### config.mk
export PLATFORM = sky130hd
export DESIGN_NAME = mandelbrot_escape_pixel_flat
export DESIGN_NICKNAME = d
export VERILOG_FILES = /design/src/rtl/mep_pkg.sv /design/src/rtl/mep_stream_if.sv /design/src/rtl/mandelbrot_escape_pixel.sv /design/src/flat_wrapper.sv
export SDC_FILE = /design/constraint.sdc
export NUM_CORES = 2
export LEC_CHECK = 0
export CORE_MARGIN = 4
export CORE_UTILIZATION = 50
export DETAILED_ROUTE_END_ITERATION = 7
export DONT_BUFFER_PORTS = 1
export REMOVE_ABC_BUFFERS = 1
export SLEW_MARGIN = 20
export SYNTH_ARGS = -nofsm -noshare
export SYNTH_HDL_FRONTEND = slang
export SYNTH_SLANG_ARGS = --single-unit
### constraint.sdc
create_clock -name clk -period 16.9 [get_ports clk]
set_clock_uncertainty 0.05 [all_clocks]
set_input_delay 1.69 -clock clk [delete_from_list [all_inputs] [get_ports clk]]
set_output_delay 1.69 -clock clk [all_outputs]
set_load 0.1 [all_outputs]
### src/rtl/mep_pkg.sv
`timescale 1ns / 1ps
`default_nettype none

package mep_pkg;

  // Q4.28 fixed point
  localparam int Q_FRAC = 28;
  localparam int MAX_DIM = 4096;

  localparam int COORD_W = 12;
  localparam int COUNT_W = 16;
  localparam int GRAY_W = 24;
  localparam int CFG_DATA_W = 32;
  localparam int CFG_INDEX_W = 3;
  localparam int DIVIDEND_W = 40;

  localparam logic [GRAY_W-1:0] GRAY_FULL = 24'hFF_FFFF;
  // 4.0 in Q8.56
  localparam logic [63:0] ESCAPE_SQ = 64'h0400_0000_0000_0000;

  localparam logic signed [63:0] Q_MAX = 64'sd2147483647;
  localparam logic signed [63:0] Q_MIN = -64'sd2147483648;

  localparam logic signed [31:0] X_ORIGIN_RST = -32'sd1073741824;
  localparam logic signed [31:0] Y_ORIGIN_RST = -32'sd1073741824;
  localparam logic signed [31:0] X_STEP_RST = 32'sd1073742;
  localparam logic signed [31:0] Y_STEP_RST = 32'sd1073742;
  localparam logic [COUNT_W-1:0] MAX_ITER_RST = 16'd1000;

  typedef enum logic [CFG_INDEX_W-1:0] {
    REG_X_ORIGIN = 3'd0,
    REG_Y_ORIGIN = 3'd1,
    REG_X_STEP   = 3'd2,
    REG_Y_STEP   = 3'd3,
    REG_MAX_ITER = 3'd4
  } reg_index_t;

  typedef struct packed {
    logic [COORD_W-1:0] column;
    logic [COORD_W-1:0] row;
  } pixel_t;

  typedef struct packed {
    logic [COUNT_W-1:0] iteration_count;
    logic [GRAY_W-1:0]  gray_color;
  } escape_t;

  function automatic logic [COORD_W-1:0] clamp_index(input logic [COORD_W-1:0] v);
    if (int'(v) >= MAX_DIM) begin
      return COORD_W'(MAX_DIM - 1);
    end
    return v;
  endfunction

  function automatic logic signed [31:0] sat_q(input logic signed [63:0] v);
    if (v > Q_MAX) begin
      return 32'sh7FFF_FFFF;
    end
    if (v < Q_MIN) begin
      return 32'sh8000_0000;
    end
    return v[31:0];
  endfunction

  function automatic logic signed [63:0] sext_q(input logic signed [31:0] v);
    return {{32{v[31]}}, v};
  endfunction

endpackage

`default_nettype wire

### src/rtl/mep_stream_if.sv
`timescale 1ns / 1ps
`default_nettype none

interface mep_stream_if #(
  parameter type payload_t = logic
);
  logic     valid;
  logic     ready;
  payload_t data;

  modport source (output valid, output data, input ready);
  modport sink (input valid, input data, output ready);
endinterface

`default_nettype wire

### src/rtl/mandelbrot_escape_pixel.sv
`timescale 1ns / 1ps
`default_nettype none

// channel   | dir | payload                          | transfer when
// ----------+-----+----------------------------------+---------------------------
// pixel     | in  | column[11:0], row[11:0]          | pixel.valid & pixel.ready
// result    | out | iteration_count[15:0], gray[23:0]| result.valid & result.ready
// cfg       | in  | cfg_index[2:0], cfg_data[31:0]   | cfg_write
//
// each pixel uses the single 32x32 multiplier three times per iteration plus
// an update step, then a 40-step restoring divider forms the gray level.
// pixel.ready is high only while the sequencer is idle; result is held in an
// output register, so a new pixel is taken while a result waits.
// rst is synchronous and clears the sequencer, the output valid and the
// configuration registers to their defaults.

module mandelbrot_escape_pixel
  import mep_pkg::*;
(
  input  wire logic                   clk,
  input  wire logic                   rst,
  input  wire logic                   cfg_write,
  input  wire logic [CFG_INDEX_W-1:0] cfg_index,
  input  wire logic [CFG_DATA_W-1:0]  cfg_data,
  mep_stream_if.sink                  pixel,
  mep_stream_if.source                result
);

  typedef enum logic [3:0] {
    S_IDLE,
    S_MCX,
    S_MCY,
    S_SETY,
    S_XX,
    S_YY,
    S_XY,
    S_UPD,
    S_GMUL,
    S_DINIT,
    S_DIV,
    S_DONE
  } state_t;

  state_t state;

  logic signed [31:0]     x_origin;
  logic signed [31:0]     y_origin;
  logic signed [31:0]     x_step;
  logic signed [31:0]     y_step;
  logic [COUNT_W-1:0]     max_iterations;

  logic [COORD_W-1:0]     col_q;
  logic [COORD_W-1:0]     row_q;
  logic [COUNT_W-1:0]     count;
  logic signed [31:0]     cx;
  logic signed [31:0]     cy;
  logic signed [31:0]     zx;
  logic signed [31:0]     zy;
  logic signed [63:0]     xx;
  logic signed [63:0]     diff;
  logic signed [63:0]     prod;
  logic signed [31:0]     mul_a;
  logic signed [31:0]     mul_b;
  logic [COUNT_W-1:0]     rem;
  logic [DIVIDEND_W-1:0]  quo;
  logic [5:0]             bit_cnt;
  logic [COUNT_W:0]       shifted;
  logic                   fits;
  logic                   escaped;
  logic                   out_valid;
  escape_t                out_data;

  assign pixel.ready  = (state == S_IDLE);
  assign result.valid = out_valid;
  assign result.data  = out_data;

  // sum of squares is non-negative and at most 2^63, compared unsigned
  assign escaped = (64'(xx) + 64'(prod)) > ESCAPE_SQ;
  assign shifted = {rem, quo[DIVIDEND_W-1]};
  assign fits    = shifted >= {1'b0, max_iterations};

  // shared multiplier operand select
  always_comb begin
    mul_a = zx;
    mul_b = zx;
    unique case (state)
      S_MCX:  begin mul_a = signed'(32'(col_q)); mul_b = x_step; end
      S_MCY:  begin mul_a = signed'(32'(row_q)); mul_b = y_step; end
      S_YY:   begin mul_a = zy; mul_b = zy; end
      S_XY:   begin mul_a = zx; mul_b = zy; end
      S_GMUL: begin mul_a = signed'(32'(count)); mul_b = signed'(32'(GRAY_FULL)); end
      default: begin mul_a = zx; mul_b = zx; end
    endcase
  end

  always_ff @(posedge clk) begin
    prod <= mul_a * mul_b;
  end

  always_ff @(posedge clk) begin
    if (rst) begin
      x_origin       <= X_ORIGIN_RST;
      y_origin       <= Y_ORIGIN_RST;
      x_step         <= X_STEP_RST;
      y_step         <= Y_STEP_RST;
      max_iterations <= MAX_ITER_RST;
    end else if (cfg_write) begin
      unique case (cfg_index)
        REG_X_ORIGIN: x_origin <= signed'(cfg_data);
        REG_Y_ORIGIN: y_origin <= signed'(cfg_data);
        REG_X_STEP:   x_step <= signed'(cfg_data);
        REG_Y_STEP:   y_step <= signed'(cfg_data);
        REG_MAX_ITER: max_iterations <= cfg_data[COUNT_W-1:0];
        default: ;
      endcase
    end
  end

  always_ff @(posedge clk) begin
    if (rst) begin
      state     <= S_IDLE;
      out_valid <= 1'b0;
    end else begin
      if (state == S_DONE && (!out_valid || result.ready)) begin
        out_valid <= 1'b1;
      end else if (result.ready) begin
        out_valid <= 1'b0;
      end
      unique case (state)
        S_IDLE: begin
          if (pixel.valid) begin
            col_q <= clamp_index(pixel.data.column);
            row_q <= clamp_index(pixel.data.row);
            state <= S_MCX;
          end
        end
        S_MCX: state <= S_MCY;
        S_MCY: begin
          cx    <= sat_q(sext_q(x_origin) + prod);
          zx    <= sat_q(sext_q(x_origin) + prod);
          state <= S_SETY;
        end
        S_SETY: begin
          cy    <= sat_q(sext_q(y_origin) + prod);
          zy    <= sat_q(sext_q(y_origin) + prod);
          count <= '0;
          state <= S_XX;
        end
        S_XX: begin
          state <= (count < max_iterations) ? S_YY : S_GMUL;
        end
        S_YY: begin
          xx    <= prod;
          state <= S_XY;
        end
        S_XY: begin
          // prod holds y*y here
          diff  <= xx - prod;
          state <= escaped ? S_GMUL : S_UPD;
        end
        S_UPD: begin
          // arithmetic shifts round toward minus infinity
          zx    <= sat_q((diff >>> Q_FRAC) + sext_q(cx));
          zy    <= sat_q((prod >>> (Q_FRAC - 1)) + sext_q(cy));
          count <= count + 1'b1;
          state <= S_XX;
        end
        S_GMUL: state <= S_DINIT;
        S_DINIT: begin
          quo     <= prod[DIVIDEND_W-1:0];
          rem     <= '0;
          bit_cnt <= '0;
          state   <= S_DIV;
        end
        S_DIV: begin
          if (fits) begin
            rem <= COUNT_W'(shifted - {1'b0, max_iterations});
          end else begin
            rem <= shifted[COUNT_W-1:0];
          end
          quo     <= {quo[DIVIDEND_W-2:0], fits};
          bit_cnt <= bit_cnt + 1'b1;
          if (bit_cnt == 6'(DIVIDEND_W - 1)) begin
            state <= S_DONE;
          end
        end
        S_DONE: begin
          if (!out_valid || result.ready) begin
            out_data.iteration_count <= count;
            out_data.gray_color <= (max_iterations == '0) ? '0 : quo[GRAY_W-1:0];
            state     <= S_IDLE;
          end
        end
        default: state <= S_IDLE;
      endcase
    end
  end

`ifndef SYNTHESIS
  a_count_bound: assert property (@(posedge clk) disable iff (rst)
    (state == S_XX || state == S_YY || state == S_XY || state == S_UPD)
      |-> count <= max_iterations)
    else $error("iteration count beyond limit");

  a_result_bound: assert property (@(posedge clk) disable iff (rst)
    result.valid |-> result.data.iteration_count <= max_iterations)
    else $error("result count beyond limit");

  a_rem_bound: assert property (@(posedge clk) disable iff (rst)
    (state == S_DIV && max_iterations != '0) |-> rem < max_iterations)
    else $error("divider remainder out of range");

  a_quo_fits: assert property (@(posedge clk) disable iff (rst)
    (state == S_DONE && max_iterations != '0) |-> quo[DIVIDEND_W-1:GRAY_W] == '0)
    else $error("gray quotient overflow");

  a_take_when_idle: assert property (@(posedge clk) disable iff (rst)
    (pixel.valid && pixel.ready) |=> state == S_MCX)
    else $error("pixel transfer did not start sequencer");
`endif

endmodule

`default_nettype wire

### src/flat_wrapper.sv
// flat-port wrapper written by rule: the top's interface ports become plain ports
module mandelbrot_escape_pixel_flat import mep_pkg::*;
  (clk, rst, cfg_write, cfg_index, cfg_data, pixel_valid, pixel_data, pixel_ready, result_valid, result_data, result_ready);
  mep_stream_if #(.payload_t(pixel_t)) pixel_i ();
  mep_stream_if #(.payload_t(escape_t)) result_i ();
  input  wire logic clk;
  input  wire logic rst;
  input  wire logic cfg_write;
  input  wire logic [CFG_INDEX_W-1:0] cfg_index;
  input  wire logic [CFG_DATA_W-1:0] cfg_data;
  input wire logic [$bits(pixel_i.valid)-1:0] pixel_valid;
  input wire logic [$bits(pixel_i.data)-1:0] pixel_data;
  output wire logic [$bits(pixel_i.ready)-1:0] pixel_ready;
  output wire logic [$bits(result_i.valid)-1:0] result_valid;
  output wire logic [$bits(result_i.data)-1:0] result_data;
  input wire logic [$bits(result_i.ready)-1:0] result_ready;
  assign pixel_i.valid = pixel_valid;
  assign pixel_i.data = pixel_data;
  assign pixel_ready = pixel_i.ready;
  assign result_valid = result_i.valid;
  assign result_data = result_i.data;
  assign result_i.ready = result_ready;
  mandelbrot_escape_pixel u_core (.clk(clk), .rst(rst), .cfg_write(cfg_write), .cfg_index(cfg_index), .cfg_data(cfg_data), .pixel(pixel_i), .result(result_i));
endmodule
Word-level counts from Yosys, hierarchy flattened
Index checks and enable logic that the tools add are counted.

Add/sub/neg operators: 9. Multiply operators: 1. Magnitude comparators: 11. Eq/ne operators: 19. Mux-type cells: 61. Bitwise operators: 1. Reduce and logical (&&, ||, !) cells: 27.

Operators with widths (count): 2-to-1 mux 32 bit (16); greater-than comparator 64 x 32 -> 1 bit, second input constant (4); less-than comparator 64 x 32 -> 1 bit, second input constant (4); one-hot mux 32 bit (4 select lines) (2); adder 32 x 64 -> 64 bit (2); one-hot mux 32 bit (2 select lines) (2); one-hot mux 40 bit (2 select lines) (1); adder 64 bit (1); greater-than comparator 64 x 59 -> 1 bit, second input constant (1); multiplier 32 x 32 -> 64 bit (1); one-hot mux 16 bit (2 select lines) (2); subtractor 64 bit (1); one-hot mux 4 bit (11 select lines) (1); adder 37 x 32 -> 38 bit (1); adder 36 x 32 -> 37 bit (1); 2-to-1 mux 1 bit (30); AND reduction 2 bit (12); 2-to-1 mux 4 bit (5); >= comparator 17 x 16 -> 1 bit (1); adder 16 x 1 -> 16 bit, second input constant (1); == test 4 x 3 -> 1 bit, second input constant (4); == test 4 bit, second input constant (4); logical NOT 16 bit (1); less-than comparator 16 bit (1); 21 further kinds (30).

Bits in registers: 611. Input bits: 64. Output and inout bits: 42. Word-level logic and storage cells: 151.

Longest topological paths before layout
Depth in word-level cells: 11. Mapped depth: 41. Mapped depth without buffers: 38.

Least setup slack after synthesis
OpenSTA, ideal clock, no wires.

Kind: register to register. Start: register u_core.state[2]. End: register u_core.prod[62]. Library setup time: 0.118 ns. Arrival: 9.270 ns. Required time: 16.732 ns. Setup slack: 7.462 ns. Stages on the path, launching flop included: 37. Buffers on the path: 4. Clock period less this slack: 9.438 ns. Path through: dfxtp_1 -> clkbuf_1 -> nand2b_1 -> nor2_1 -> nor2_1 -> nor2_1 -> nor2_1 -> clkbuf_1 -> mux2i_1 -> clkbuf_1 -> nor2_1 -> fa_1 -> inv_1 -> fa_1 -> inv_1 -> fa_1 -> inv_1 -> fa_1 -> inv_1 -> fa_1 -> fa_1 -> fa_1 -> fa_1 -> ha_1 -> clkbuf_1 -> nand4_1 -> nor2b_1 -> inv_1 -> a2111oi_0 -> o21ai_0 -> a31oi_1 -> a21o_1 -> a221o_1 -> a21oi_1 -> o21ai_0 -> a21oi_1 -> xnor2_1.

Word-level cells in the longest chain between the ends: 4. Elaborated cells between the ends (all ways): 9. Classes of those cells: mul (1); eq/ne (5); mux (2); reduce/logical (1).

Ends and longest elaborated chain: from (decl) (RTL line mandelbrot_escape_pixel.sv:44) `state_t state;`; from (signal assigned) (RTL line mandelbrot_escape_pixel.sv:150) `state <= (count < max_iterations) ? S_YY : S_GMUL;`; from (signal assigned) (RTL line mandelbrot_escape_pixel.sv:159) `state <= escaped ? S_GMUL : S_UPD;`; == test 4 x 3 -> 1 bit (RTL line mandelbrot_escape_pixel.sv:86) `unique case (state)`; OR reduction 2 bit (no line); one-hot mux 32 bit (4 select lines) (RTL line mandelbrot_escape_pixel.sv:86); multiplier 32 x 32 -> 64 bit * (RTL line mandelbrot_escape_pixel.sv:97) `prod <= mul_a * mul_b;`; to (signal assigned) (RTL line mandelbrot_escape_pixel.sv:97); to (decl) (RTL line mandelbrot_escape_pixel.sv:61) `logic signed [63:0] prod;`.

Mark *: on every way between the ends. The rest lies on a longest branch, timed or not. A chain may end at the register's enable or synchronous reset.

Worst setup path after layout
Start: register u_core.state[0]. End: register u_core.prod[62].

Same word-level chain as after synthesis.

==> results.toml <==
[sta]
slew_headroom_pct = 8.43
fin_tns_setup_ps = 0
hold_viol_final = 0
max_freq_ghz = 0.0827
finalCriticalPeriod_ps = 12090
worstMarginPinSlew_ps = 1350
rsz0062_at_grt = "false"
period_share_pct = 71.5
slew_violations = 0
setup_viol = 0

[synthesis]
yosysWarnings = 0
synthSimpleGateAreaFrac_pct = 16.8
synth_common_cells = "1273 x inv_1, 1121 x nand2_1, 1088 x fa_1"
synthArstFlopShare_pct = 0
synth_mux_area_share_pct = 0.694
synth_top_area_cell = "fa_1"
yosysUniqueCellTypes = 105
synth_compound_area_share_pct = 15.8
synth_fa_ha_area_share_pct = 36.0
synth_edf_count = 370
synth-seq-area-share_pct = 19.4
syn_area_per_cell_um2 = 8.60
synthFlopType = "edfxtp_1"
synth_xor_area_share_pct = 3.09
synth-seq-cells = 583
synth_most_common_cell = "inv_1"
synthTopCellsByArea = "fa_1 27%, edfxtp_1 14%, ha_1 8.6%, inv_1 6.0%, dfxtp_1 5.4%"
synth_top_family_by_area = "adder cells"
synth_area_um2 = 79300
syn_inst = 9216
yosysTopAreaCellShare_pct = 27.5

[route]
first_iter_violations = 7395
drtAntennaViolNets = 0
routedWlPerCell_um = 26.3
dr.pass1.iters = 8
vias = 68600
drt-total-wl_um = 293000
drcViolationCount = 0
vias_per_cell = 6.16

[critical_path]
cpMostUsedCell = "fa_1"
critPathLaunchType = "flip-flop"
critPathBufInv = 5
worstPathRequired_ps = 17390
worstSetupPathType = "flip-flop to flip-flop"
cp_top_family = "adder cells"
cp.arrival_ps = 12580
cp_max_fo = 61
cp.depth = 31
cp_slowest_stage_delay_ps = 890
cp-end-kind = "flip-flop"
r2r.worst_path.cells = 31
cp_slowest_cell = "and2_1"

[worst_hold_path]
hp-class = "flip-flop to flip-flop"
worstHoldPathCells = 2

[floorplanning]
start_util_pct = 50.5
core_area_um2 = 157000
num_rows = 145
die_h_um = 406
die_w_um = 406
io_pins = 106
dieArea_um2 = 165000

[grt]
antenna_found_initial = 18
grt_max_degree = 158
grt_pass1_wl_um = 437000
grt_overflow_total = 0
grt_pass1_vias = 67100
grt_usage_pct = 35.5

[clock_tree]
cts_max_path_buffers = 3
post_cts_buffers = 0
postCtsHoldBufs = 0
post_cts_resized = 0
clkTransAtPathRegs_ps = 60
numClockSinks = 583
clock_latency_ps = 700
htree_levels = 3
numCtsBuffers = 69
cts-root-buf = "clkbuf_16"
cts_tree = "yes"

[place]
place.detailed.hpwl_um = 230000
placement.io_buffers = 0
gp_congestion = 1.01

[final_layout]
finalNetCount = 10700
drive_gt1_share_pct = 4.97
areaGrowthSynthToFinish_pct = 6.18

[job]
drv_cap = 0

[status]
status = "finished, final reports clean"
## cells by family (layout without fill, tap and decap cells)
family	after synthesis	in the layout
buffers and inverters	1724	1567
AND/OR/NAND/NOR	2986	2986
flip-flops	583	583
multiplexers	53	53
XOR/XNOR	280	280
other	0	11
AO/OA/AOI/OAI	1960	1960
adder cells (fa/ha/maj)	1630	1630
## layout by cell type (no fill, tap or decap), types with 52 or more instances in the layout
cell / Yosys / routed
a211oi_1: 64 / 63
a21o_1: 138 / 138
a21oi_1: 713 / 712
a22oi_1: 56 / 52
a31oi_1: 80 / 71
and2_1: 67 / 66
buf_4: 4 / 165
clkbuf_16: 0 / 71
dfxtp_1: 213 / 213
edfxtp_1: 370 / 370
fa_1: 1088 / 1088
ha_1: 542 / 542
inv_1: 1273 / 1273
nand2_1: 1121 / 1120
nand2b_1: 71 / 71
nand3_1: 125 / 124
nand4_1: 89 / 89
nor2_1: 1012 / 1007
nor2b_1: 63 / 62
nor3_1: 136 / 131
nor4_1: 74 / 71
o21a_1: 64 / 64
o21ai_0: 302 / 301
o21bai_1: 63 / 63
xnor2_1: 196 / 194
xor2_1: 84 / 84
## state kept, by name, summed over array words and instances (netlist names), 4 cells and up
name,cells
u_core.xx,64
u_core.diff,36
u_core.rem,16
u_core.cy,32
u_core.row_q,12
u_core.col_q,12
u_core.prod,64
u_core.x_origin,32
u_core.y_step,32
u_core.cx,32
u_core.zy,32
u_core.max_iterations,16
u_core.bit_cnt,6
u_core.quo,40
u_core.y_origin,32
u_core.state,4
u_core.count,16
u_core.result.data,40
u_core.zx,32
u_core.x_step,32
## path summary, 6_finish.rpt
path                          start           endpoint  slack (ps)
hold / removal    u_core.x_step[23]  u_core.x_step[23]         410
setup / recovery    u_core.state[0]    u_core.prod[62]        4810
setup reg to reg    u_core.state[0]    u_core.prod[62]        4810
hold reg to reg   u_core.x_step[23]  u_core.x_step[23]         410
## final cells by class
cell class / count / area (µm²)
Fill cell: 14700 / 72700
Multi-Input combinational cell: 6909 / 57800
Sequential cell: 583 / 15400
Inverter: 1275 / 4790
Tap cell: 2058 / 2570
Clock buffer: 80 / 1820
Timing Repair Buffer: 165 / 1240
Clock inverter: 47 / 531
Antenna cell: 11 / 27.5
## routing by layer
metal  vias to the layer above  track usage (%)  wire (µm)
met5                         -                0         77
met4                        10             14.7      14700
met3                       645             8.31      28700
met2                      3174             52.6     126000
met1                     34400             50.1     124000
li1                      30400                -          -
## through the flow
stage	area (µm²)	std cells	setup slack, ps	utilization [%]	hold slack (ps)
2_1_floorplan	77600	8767	2690	-	380
3_5_place_dp	81800	11000	5090	52.1	396
4_1_cts	84100	11100	5000	53.6	406
5_1_grt	84200	11100	4290	53.6	420
6_report	84200	11100	4810	53.6	408
3_3_place_gp	81800	11000	4960	52.1	391
## worst min-delay path, cell delays in order (launching register included)
cell	delay, ps
dfxtp_1	310
nand2_1	50
a21oi_1	50
Power is left out: the tool's default activity adds up to more than one toggle a clock period on the data nets, which glitch-free logic cannot reach.
